$ cat src/design/ismt_pkg.sv
// ----------------------------------------------------------------------------
// Integer set membership table package
// Shared sizes, operation codes and the request/result structs that pass
// between the top level and the match array.
// ----------------------------------------------------------------------------
`default_nettype none

package ismt_pkg;

  // Number of slots in the match array
  localparam int unsigned TABLE_DEPTH = 64;

  // Key width and width of the member count on the result channel
  localparam int unsigned KEY_W   = 32;
  localparam int unsigned COUNT_W = 7;

  // Internal occupancy width: must hold TABLE_DEPTH itself
  localparam int unsigned OCC_W = $clog2(TABLE_DEPTH + 1);

  // Operation codes; the spare code behaves as a find
  typedef enum logic [1:0] {
    OP_FIND   = 2'd0,
    OP_INSERT = 2'd1,
    OP_REMOVE = 2'd2
  } op_t;

  // Request presented to the match array in the cycle it is processed
  typedef struct packed {
    logic               fire;
    logic [1:0]         func;
    logic [KEY_W-1:0]   key_value;
  } cam_cmd_t;

  // Result returned by the match array for the request being processed
  typedef struct packed {
    logic               was_present;
    logic [COUNT_W-1:0] member_count;
    logic               insert_dropped;
  } cam_res_t;

endpackage

`default_nettype wire

$ cat src/design/ismt_req_if.sv
// ----------------------------------------------------------------------------
// Request channel
// Valid/ready channel carrying one operation code and one signed key.
// ----------------------------------------------------------------------------
`default_nettype none

interface ismt_req_if;

  logic                              valid;
  logic                              ready;
  logic [1:0]                        func;
  logic signed [ismt_pkg::KEY_W-1:0] key_value;

  modport source (output valid, output func, output key_value, input ready);
  modport sink   (input valid, input func, input key_value, output ready);

endinterface

`default_nettype wire

$ cat src/design/ismt_rsp_if.sv
// ----------------------------------------------------------------------------
// Result channel
// Valid/ready channel carrying the outcome of one request.
// ----------------------------------------------------------------------------
`default_nettype none

interface ismt_rsp_if;

  logic                             valid;
  logic                             ready;
  logic                             was_present;
  logic [ismt_pkg::COUNT_W-1:0]     member_count;
  logic                             insert_dropped;

  modport source (output valid, output was_present, output member_count,
                  output insert_dropped, input ready);
  modport sink   (input valid, input was_present, input member_count,
                  input insert_dropped, output ready);

endinterface

`default_nettype wire

$ cat src/design/integer_set_membership_table.sv
// ----------------------------------------------------------------------------
// Integer set membership table
// Bounded set of distinct signed 32-bit keys held in a parallel match array.
//
// Usage:
//   req carries func (find, insert if absent, remove if present; the spare
//   code acts as find) and key_value. rsp returns one result per request:
//   was_present before the operation, member_count afterwards, and
//   insert_dropped when an insert of an absent key finds the table full.
//   Both channels move a request when valid and ready are high together.
//   The request is captured in an input register, then compared against
//   all slots while the table is updated and the result register loaded
//   at the same edge. Throughput is one request per cycle while the
//   receiver does not stall, using the parallel compare and lowest-free-slot
//   search of the match array; each update is in place before the next
//   request is compared. When the receiver stalls, the result register holds
//   and the input register takes one more request before req.ready drops.
//   Synchronous reset empties the set at once (all valid bits cleared, count
//   zero) and drops any request in flight; no clearing pass is needed.
// ----------------------------------------------------------------------------
`default_nettype none

module integer_set_membership_table (
  input  wire logic clk,
  input  wire logic rst,
  ismt_req_if.sink  req,
  ismt_rsp_if.source rsp
);

  // Input register
  logic                       req_valid_q;
  logic [1:0]                 req_func_q;
  logic [ismt_pkg::KEY_W-1:0] req_key_q;

  // Result register
  logic                         rsp_valid_q;
  logic                         rsp_present_q;
  logic [ismt_pkg::COUNT_W-1:0] rsp_count_q;
  logic                         rsp_dropped_q;

  logic               advance;
  logic               in_ready;
  ismt_pkg::cam_cmd_t cmd;
  ismt_pkg::cam_res_t res;

  // Stage moves when the result register is empty or being drained
  assign advance  = !rsp_valid_q || rsp.ready;
  assign in_ready = !req_valid_q || advance;
  assign req.ready = in_ready;

  // Capture incoming request
  always_ff @(posedge clk) begin
    if (rst) begin
      req_valid_q <= 1'b0;
    end else if (in_ready) begin
      req_valid_q <= req.valid;
    end
  end

  always_ff @(posedge clk) begin
    if (in_ready && req.valid) begin
      req_func_q <= req.func;
      req_key_q  <= req.key_value;
    end
  end

  // Match array
  assign cmd.fire      = req_valid_q && advance;
  assign cmd.func      = req_func_q;
  assign cmd.key_value = req_key_q;

  ismt_cam u_cam (
    .clk (clk),
    .rst (rst),
    .cmd (cmd),
    .res (res)
  );

  // Result register
  always_ff @(posedge clk) begin
    if (rst) begin
      rsp_valid_q <= 1'b0;
    end else if (advance) begin
      rsp_valid_q <= req_valid_q;
    end
  end

  always_ff @(posedge clk) begin
    if (cmd.fire) begin
      rsp_present_q <= res.was_present;
      rsp_count_q   <= res.member_count;
      rsp_dropped_q <= res.insert_dropped;
    end
  end

  assign rsp.valid          = rsp_valid_q;
  assign rsp.was_present    = rsp_present_q;
  assign rsp.member_count   = rsp_count_q;
  assign rsp.insert_dropped = rsp_dropped_q;

endmodule

`default_nettype wire

$ cat src/design/ismt_cam.sv
// ----------------------------------------------------------------------------
// Match array
// TABLE_DEPTH key slots with valid bits, compared in parallel against the
// incoming key. Inserts go to the lowest free slot; removes clear the
// matching slot. Slot contents and count update at the clock edge on which
// the request is processed, so the next request sees them.
// ----------------------------------------------------------------------------
`default_nettype none

module ismt_cam (
  input  wire logic              clk,
  input  wire logic              rst,
  input  wire ismt_pkg::cam_cmd_t cmd,
  output ismt_pkg::cam_res_t     res
);

  localparam int unsigned DEPTH = ismt_pkg::TABLE_DEPTH;

  // Slot storage: keys have no reset, valid bits and count do
  logic [ismt_pkg::KEY_W-1:0] stored_values [DEPTH];
  logic [DEPTH-1:0]           entry_valid;
  logic [ismt_pkg::OCC_W-1:0] occupancy;

  logic [DEPTH-1:0]           entry_valid_next;
  logic [ismt_pkg::OCC_W-1:0] occupancy_next;

  logic [DEPTH-1:0] hit_vec;
  logic [DEPTH-1:0] free_onehot;
  logic             present;
  logic             full;
  logic             is_insert;
  logic             is_remove;
  logic             insert_ok;
  logic             remove_ok;

  // Parallel compare across all slots
  always_comb begin
    for (int i = 0; i < DEPTH; i++) begin
      hit_vec[i] = entry_valid[i] && (stored_values[i] == cmd.key_value);
    end
  end

  assign present = |hit_vec;
  assign full    = &entry_valid;

  // Lowest free slot as a one-hot vector
  assign free_onehot = ~entry_valid & (entry_valid + DEPTH'(1));

  assign is_insert = (cmd.func == ismt_pkg::OP_INSERT);
  assign is_remove = (cmd.func == ismt_pkg::OP_REMOVE);
  assign insert_ok = cmd.fire && is_insert && !present && !full;
  assign remove_ok = cmd.fire && is_remove && present;

  // Next valid bits and count
  always_comb begin
    entry_valid_next = entry_valid;
    occupancy_next   = occupancy;
    if (insert_ok) begin
      entry_valid_next = entry_valid | free_onehot;
      occupancy_next   = occupancy + ismt_pkg::OCC_W'(1);
    end else if (remove_ok) begin
      entry_valid_next = entry_valid & ~hit_vec;
      occupancy_next   = occupancy - ismt_pkg::OCC_W'(1);
    end
  end

  // Control state
  always_ff @(posedge clk) begin
    if (rst) begin
      entry_valid <= '0;
      occupancy   <= '0;
    end else begin
      entry_valid <= entry_valid_next;
      occupancy   <= occupancy_next;
    end
  end

  // Key write into the chosen free slot
  always_ff @(posedge clk) begin
    for (int i = 0; i < DEPTH; i++) begin
      if (insert_ok && free_onehot[i]) begin
        stored_values[i] <= cmd.key_value;
      end
    end
  end

  // Result for the request being processed
  assign res.was_present    = present;
  assign res.member_count   = occupancy_next[ismt_pkg::COUNT_W-1:0];
  assign res.insert_dropped = is_insert && !present && full;

endmodule

`default_nettype wire

$ cat src/flat_wrapper.sv
// flat-port wrapper written by rule: the top's interface ports become plain ports
module integer_set_membership_table_flat 
  (clk, rst, req_valid, req_func, req_key_value, req_ready, rsp_valid, rsp_was_present, rsp_member_count, rsp_insert_dropped, rsp_ready);
  ismt_req_if req_i ();
  ismt_rsp_if rsp_i ();
  input  wire logic clk;
  input  wire logic rst;
  input wire logic [$bits(req_i.valid)-1:0] req_valid;
  input wire logic [$bits(req_i.func)-1:0] req_func;
  input wire logic [$bits(req_i.key_value)-1:0] req_key_value;
  output wire logic [$bits(req_i.ready)-1:0] req_ready;
  output wire logic [$bits(rsp_i.valid)-1:0] rsp_valid;
  output wire logic [$bits(rsp_i.was_present)-1:0] rsp_was_present;
  output wire logic [$bits(rsp_i.member_count)-1:0] rsp_member_count;
  output wire logic [$bits(rsp_i.insert_dropped)-1:0] rsp_insert_dropped;
  input wire logic [$bits(rsp_i.ready)-1:0] rsp_ready;
  assign req_i.valid = req_valid;
  assign req_i.func = req_func;
  assign req_i.key_value = req_key_value;
  assign req_ready = req_i.ready;
  assign rsp_valid = rsp_i.valid;
  assign rsp_was_present = rsp_i.was_present;
  assign rsp_member_count = rsp_i.member_count;
  assign rsp_insert_dropped = rsp_i.insert_dropped;
  assign rsp_i.ready = rsp_ready;
  integer_set_membership_table u_core (.clk(clk), .rst(rst), .req(req_i), .rsp(rsp_i));
endmodule
$ cat config.mk
export PLATFORM = sky130hd
export DESIGN_NAME = integer_set_membership_table_flat
export DESIGN_NICKNAME = d
export VERILOG_FILES = /design/src/design/ismt_pkg.sv /design/src/design/ismt_req_if.sv /design/src/design/ismt_rsp_if.sv /design/src/design/integer_set_membership_table.sv /design/src/design/ismt_cam.sv /design/src/flat_wrapper.sv
export SDC_FILE = /design/constraint.sdc
export NUM_CORES = 2
export LEC_CHECK = 0
export BUFFER_PORTS_ARGS = -buffer_cell sky130_fd_sc_hd__buf_2
export CELL_PAD_IN_SITES_DETAIL_PLACEMENT = 1
export CELL_PAD_IN_SITES_GLOBAL_PLACEMENT = 2
export CORE_MARGIN = 2
export CORE_UTILIZATION = 40
export DETAILED_ROUTE_END_ITERATION = 8
export PLACE_DENSITY_LB_ADDON = 0.1
export SETUP_SLACK_MARGIN = 0.02
export SLEW_MARGIN = 20
export SYNTH_ARGS = -nofsm -noshare
export SYNTH_HDL_FRONTEND = slang
export SYNTH_SLANG_ARGS = --single-unit
export TNS_END_PERCENT = 100
$ cat constraint.sdc
create_clock -name clk -period 19.8 [get_ports clk]
set_input_delay 5.94 -clock clk [delete_from_list [all_inputs] [get_ports clk]]
set_output_delay 5.94 -clock clk [all_outputs]
set_load 0.005 [all_outputs]
After elaboration in Yosys (flattened, before gate mapping)
Memory sizes are Yosys's and may differ from the RTL's.
Cells that the tools add are included.
{"block": "op_classes", "add_sub_neg": 3, "mul": 0, "n_div": 0, "n_lt_le_gt_ge": 0, "n_eq_ne": 66, "shifts": 0, "mux": 321, "bitwise": 5, "n_reduce_logical": 209}
{"op": "== test 32 bit", "count": 64}
{"op": "2-to-1 mux 32 bit", "count": 63}
{"op": "OR reduction 32 bit", "count": 63}
{"op": "2-to-1 mux 6 bit", "count": 63}
{"op": "2-to-1 mux 1 bit", "count": 191}
{"op": "logical AND 1 bit", "count": 137}
{"op": "bitwise AND 64 bit", "count": 2}
{"op": "2-to-1 mux 64 bit", "count": 2}
{"op": "inverter 64 bit", "count": 2}
{"op": "adder 64 x 1 -> 64 bit (second input constant)", "count": 1}
{"op": "bitwise OR 64 bit", "count": 1}
{"op": "AND reduction 64 bit", "count": 1}
{"op": "OR reduction 64 bit", "count": 1}
{"op": "2-to-1 mux 7 bit", "count": 2}
{"op": "adder 7 x 1 -> 7 bit (second input constant)", "count": 1}
{"op": "subtractor 7 x 1 -> 7 bit (second input constant)", "count": 1}
{"op": "zero test 1 bit", "count": 4}
{"op": "== test 2 x 1 -> 1 bit (second input constant)", "count": 1}
{"op": "== test 2 bit (second input constant)", "count": 1}
{"op": "logical OR 1 bit", "count": 2}
{"op": "nonzero test 2 bit", "count": 1}
{"block": "word_totals", "ff_bits": 116, "latchBits": 0, "mem_bits_rw": 2048, "mem_bits_ro": 0, "inputBits": 38, "out_inout_bits": 11, "elab_cells": 614, "mem_count": 1}
{"memory": "u_core.u_cam.stored_values", "words": 64, "word_bits": 32, "rd": 64, "rd_clocked_by_memory_dff": 0, "write_ports": 1, "line": "ismt_cam.sv:20", "rtl": "logic [ismt_pkg::KEY_W-1:0] stored_values [DEPTH];"}

Longest topological paths before layout
{"block": "depth", "depth_word": 73, "ltp_mapped": 14, "mapped_depth_nobuf": 10}

Hierarchy
A second synthesis with hierarchy kept.
{"block": "unflattened", "hier_cells": 5715, "area_unflattened_um2": 91918.2}
{"mod": "ismt_cam", "instances": 1, "cells_each": 5662, "area_each_um2": 90523.1, "seq_area_each_um2": 62920.3}
{"mod": "integer_set_membership_table", "instances": 1, "cells_each": 53, "area_each_um2": 1395.1, "seq_area_each_um2": 1331.3}

Worst setup path after synthesis
OpenSTA, ideal clock, no wires.
{"block": "synth_timing", "kind": "input to output", "startpoint": "input port rsp_ready", "endpoint": "output port req_ready", "t_arrival_ns": 6.222, "required_time_ns": 13.860, "setup_slack_ns": 7.638, "stages": 2, "path_buffers": 0, "path_cell_list": "nor2b_1 nand2_1"}
{"block": "synth_via", "elab_chain_cells": 2}
{"item": "start, declared", "line": "flat_wrapper.sv:16", "rtl": "input wire logic [$bits(rsp_i.ready)-1:0] rsp_ready;"}
{"item": "logical OR 1 bit", "line": "integer_set_membership_table.sv:47", "rtl": "assign advance = !rsp_valid_q || rsp.ready;"}
{"item": "logical OR 1 bit", "line": "integer_set_membership_table.sv:48", "rtl": "assign in_ready = !req_valid_q || advance;"}
{"item": "end, declared", "line": "flat_wrapper.sv:11", "rtl": "output wire logic [$bits(req_i.ready)-1:0] req_ready;"}
Every way passes these cells.

Worst setup path in the final report
Ends and elaborated chain as after synthesis.

==> metrics.md <==
| Metric | Value |
|---|---|
| Post-synth ARST share | 0% |
| Slew Viols, Final | 0 |
| Post-CTS Setup Bufs | 0 |
| Via count | 49.26k |
| PortBufs | 48 |
| First-pass DRT Iterations | 5 |
| Worst hold path class | register to register |
| Final wirelength | 263.8 mm |
| CP peak stage delay | 0.26 ns |
| RSZ-0062 raised after global routing | false |
| Core box area | 0.2299 sq mm |
| PwrDens | 94.40 mW/mm^2 |
| CTS H-tree depth | 4 |
| Vias/cell | 5.363 |
| Crit-path cells | buf_2 -> nor2b_1 -> nand2_1 -> buf_2 |
| Finished Layout Cells | 9,186 |
| WL per Instance | 28.72 um |
| Sw Share | 22.18% |
| Final min period | 12.51 ns |
| Floorplan row count | 176 |
| Hold EP | u_core.rsp.valid$_SDFFE_PP0P_ |
| I/O Pins | 49 |
| Chip Width | 484.9 um |
| Setup TNS | 0 ns |
| Clock network fraction of design power | 42.9% |
| CTS Buf Count | 234 |
| Int Pwr | 7599 uW |
| Slowest cell on crit path | nor2b_1 |
| Worst skew pair latency | 0.85 ns |
| Place WS | 7.316 ns |
| CTS tree | done |
| P_sw | 2166 uW |
| Status | complete, no violations |
| Hpwl dp | 153.4 mm |
| Worst slew margin | 22.50% |
| Critical R2R Capture | u_core.u_cam.stored_values[0][791]$_DFFE_PP_ |
| Largest cells by area after synthesis | edfxtp_1 (68%), xnor2_1 (19%), nand4_1 (3.8%) |
| Post-synth net total | 5,759 |
| Largest net degree at the start of global routing | 75 |
| Layout cell share with drive strength beyond 1 | 10.99% |
| Avg Synthesized Cell Area | 16.17 sq um |
| Reg power frac | 51.5% |
| Area grow syn2layout | 11.84% |
| Sequential fraction of the synthesis area | 69.46% |
| Netlist cell types | 50 |
| Number of global-route vias before repair | 51.40k |
| Final period util | 63.18% |
| Crit path required time | 13.86 ns |
| Most frequent cell after synthesis | edfxtp_1 |
| Static Leak | 0.02966 uW |
| Max FO, Critical Path | 4 |
| Path depth of the worst reg2reg path | 13 |
| Bufs on Longest Clock Path | 3 |
| Total track usage | 22.36% |
| Starting Density | 40.24% |
| # placed instances | 8,749 |
| R2r setup slk | 12.32 ns |
| Startpoint types | input port |
| Crit. End Element | output pin |
| Combinational power share | 5.6% |
| Hold Crit Start | u_core.req_valid_q$_SDFFE_PP0N_ |
| Reg-to-Reg Start | u_core.req_key_q[27]$_DFFE_PP_ |
| First-pass GRT wire length | 380.3 mm |
| WHS Path Cells | 2 |
| Residual DRC | 0 |
| Prevailing post-synth register cell | edfxtp_1 |
| Endpoints failing hold | 0 |
| Fin Hold WS | 0.5227 ns |
| Top post-synthesis cells by count | edfxtp_1 (2,091), xnor2_1 (2,053), nand4_1 (555), buf_6 (188), nor4_1 (165) |
| Setup violators final | 0 |
| Placer Congestion | 0.7934 |
| Peak supply drop | 0.00009002 V |
| Post-synthesis instance area | 0.09250 sq mm |
| Pwr Total | 9765 uW |
| Die H | 484.9 um |
| Cts repair resizes | 0 |
| Yosys top cell by area | edfxtp_1 |
| Post-Syn Instances | 5,719 |
| Worst Setup SP | rsp_ready |
| Worst-path clk slew | 0.06 ns |
| Remaining Overflow, GRT | 0 |
| Antenna violations before repair | 15 |
| Max Clk Rate | 79.93 MHz |
| Num Clock Sinks | 2,164 |
| Slew at the pin closest to its max-slew limit | 1.152 ns |
| Fin Clk Skew | 0.03213 ns |
| CP arrival | 6.57 ns |
| WS Path Type | input port to output pin |
| Yosys warns | 0 |
| Die area | 0.2351 sq mm |
| Clock Tree Root | clkbuf_16 |
| Top-area cell type share of the netlist area | 67.88% |
| DR iter-0 viols | 4,080 |
| Max Cap Viol | 0 |
| Fill cells | 22.15k |
| Final WS setup | 7.289 ns |
| Hold_buf cts | 0 |
| Nets | 5,999 |
| Most frequent cell on the critical path | buf_2 |
| Number of synthesized flops with an enable pin | 2,091 |
| Yosys reg bits | 2,164 |
| Routed Antenna Nets | 0 |
-- sequential cells by signal, summed over array words and instances (netlist names) --
register,flops
u_core.req_func_q,2
u_core.req_key_q,32
u_core.req_valid_q,1
u_core.rsp.insert_dropped,1
u_core.rsp.member_count,7
u_core.rsp.valid,1
u_core.rsp.was_present,1
u_core.u_cam.entry_valid,64
u_core.u_cam.occupancy,7
u_core.u_cam.stored_values,2048
-- per-layer routing --
metal	vias to the layer above	global-route usage [%]	wire [um]	share of wire [%]
li1	21730	-	-	-
met1	26290	31.84	123100	47
met2	943	36.61	125200	47
met3	299	3.032	10530	4.0
met4	0	4.606	4922	1.9
met5	-	0	0	0
-- logic make-up after synthesis --
group	count (synthesis)	synth area share [%]
xor+xnor	2054	19.45
simple gates	1068	6.743
flops	2164	69.46
mux	14	0.1610
fa+ha+maj	2	0.02705
compound gates	130	0.9996
buf+inv	287	3.161
-- layout by cell type (no fill, tap or decap), types with 15 or more instances in the layout --
master / n
o21ai_0: 19
nand3_1: 140
a21oi_1: 24
clkinv_2: 41
o211ai_1: 19
clkinv_1: 60
clkbuf_16: 238
nor4_2: 29
buf_2: 47
dfxtp_1: 73
nor4_1: 135
nand4_1: 555
xnor2_1: 2053
clkbuf_1: 60
o31ai_1: 23
nand2_1: 71
nor2_1: 36
nor3_2: 25
o311ai_0: 15
buf_4: 197
edfxtp_1: 2091
buf_12: 31
-- how the worst max path moves through the flow --
stage                 to  slack, ns  depth (start not counted)
3_3_place_gp   req_ready       7.31                          4
3_5_place_dp   req_ready       7.32                          4
2_1_floorplan  req_ready       7.64                          2
5_1_grt        req_ready       7.24                          4
4_1_cts        req_ready       7.32                          4
6_report       req_ready       7.29                          4
-- power by group through the flow --
stage	Sequential, uW	Combinational (uW)	Clock [uW]
6_report	5030	549	4180
5_1_grt	5030	591	4460
4_1_cts	5030	564	4280
3_5_place_dp	5130	561	0
3_3_place_gp	5130	553	0
2_1_floorplan	5160	342	0
-- critical path, delay by kind of cell --
kind | cells | cell delay, ns
AND/OR/NAND/NOR | 2 | 0.39
buffers and inverters | 2 | 0.24
-- per-stage QoR --
stage / instance area, sq um / utilization [%]
after detailed placement: 96180 / 41.83
after CTS: 103400 / 44.99
final: 103400 / 45.00
after floorplan: 92500 / -
after global routing: 103400 / 44.99
after global placement: 96160 / 41.83
-- layout make-up --
| class | count | area, sq um | share of cell area (%) |
|---|---|---|---|
| Clock inverter | 124 | 960.9 | 0.9289 |
| Antenna cell | 7 | 17.52 | 0.01693 |
| Sequential cell | 2164 | 64250 | 62.11 |
| Multi-Input combinational cell | 3268 | 25740 | 24.89 |
| Inverter | 16 | 62.56 | 0.06047 |
| Timing Repair Buffer | 275 | 2335 | 2.257 |
| Tap cell | 3026 | 3786 | 3.660 |
| Clock buffer | 306 | 6291 | 6.081 |
No activity file was read; power rests on OpenSTA's default activity.
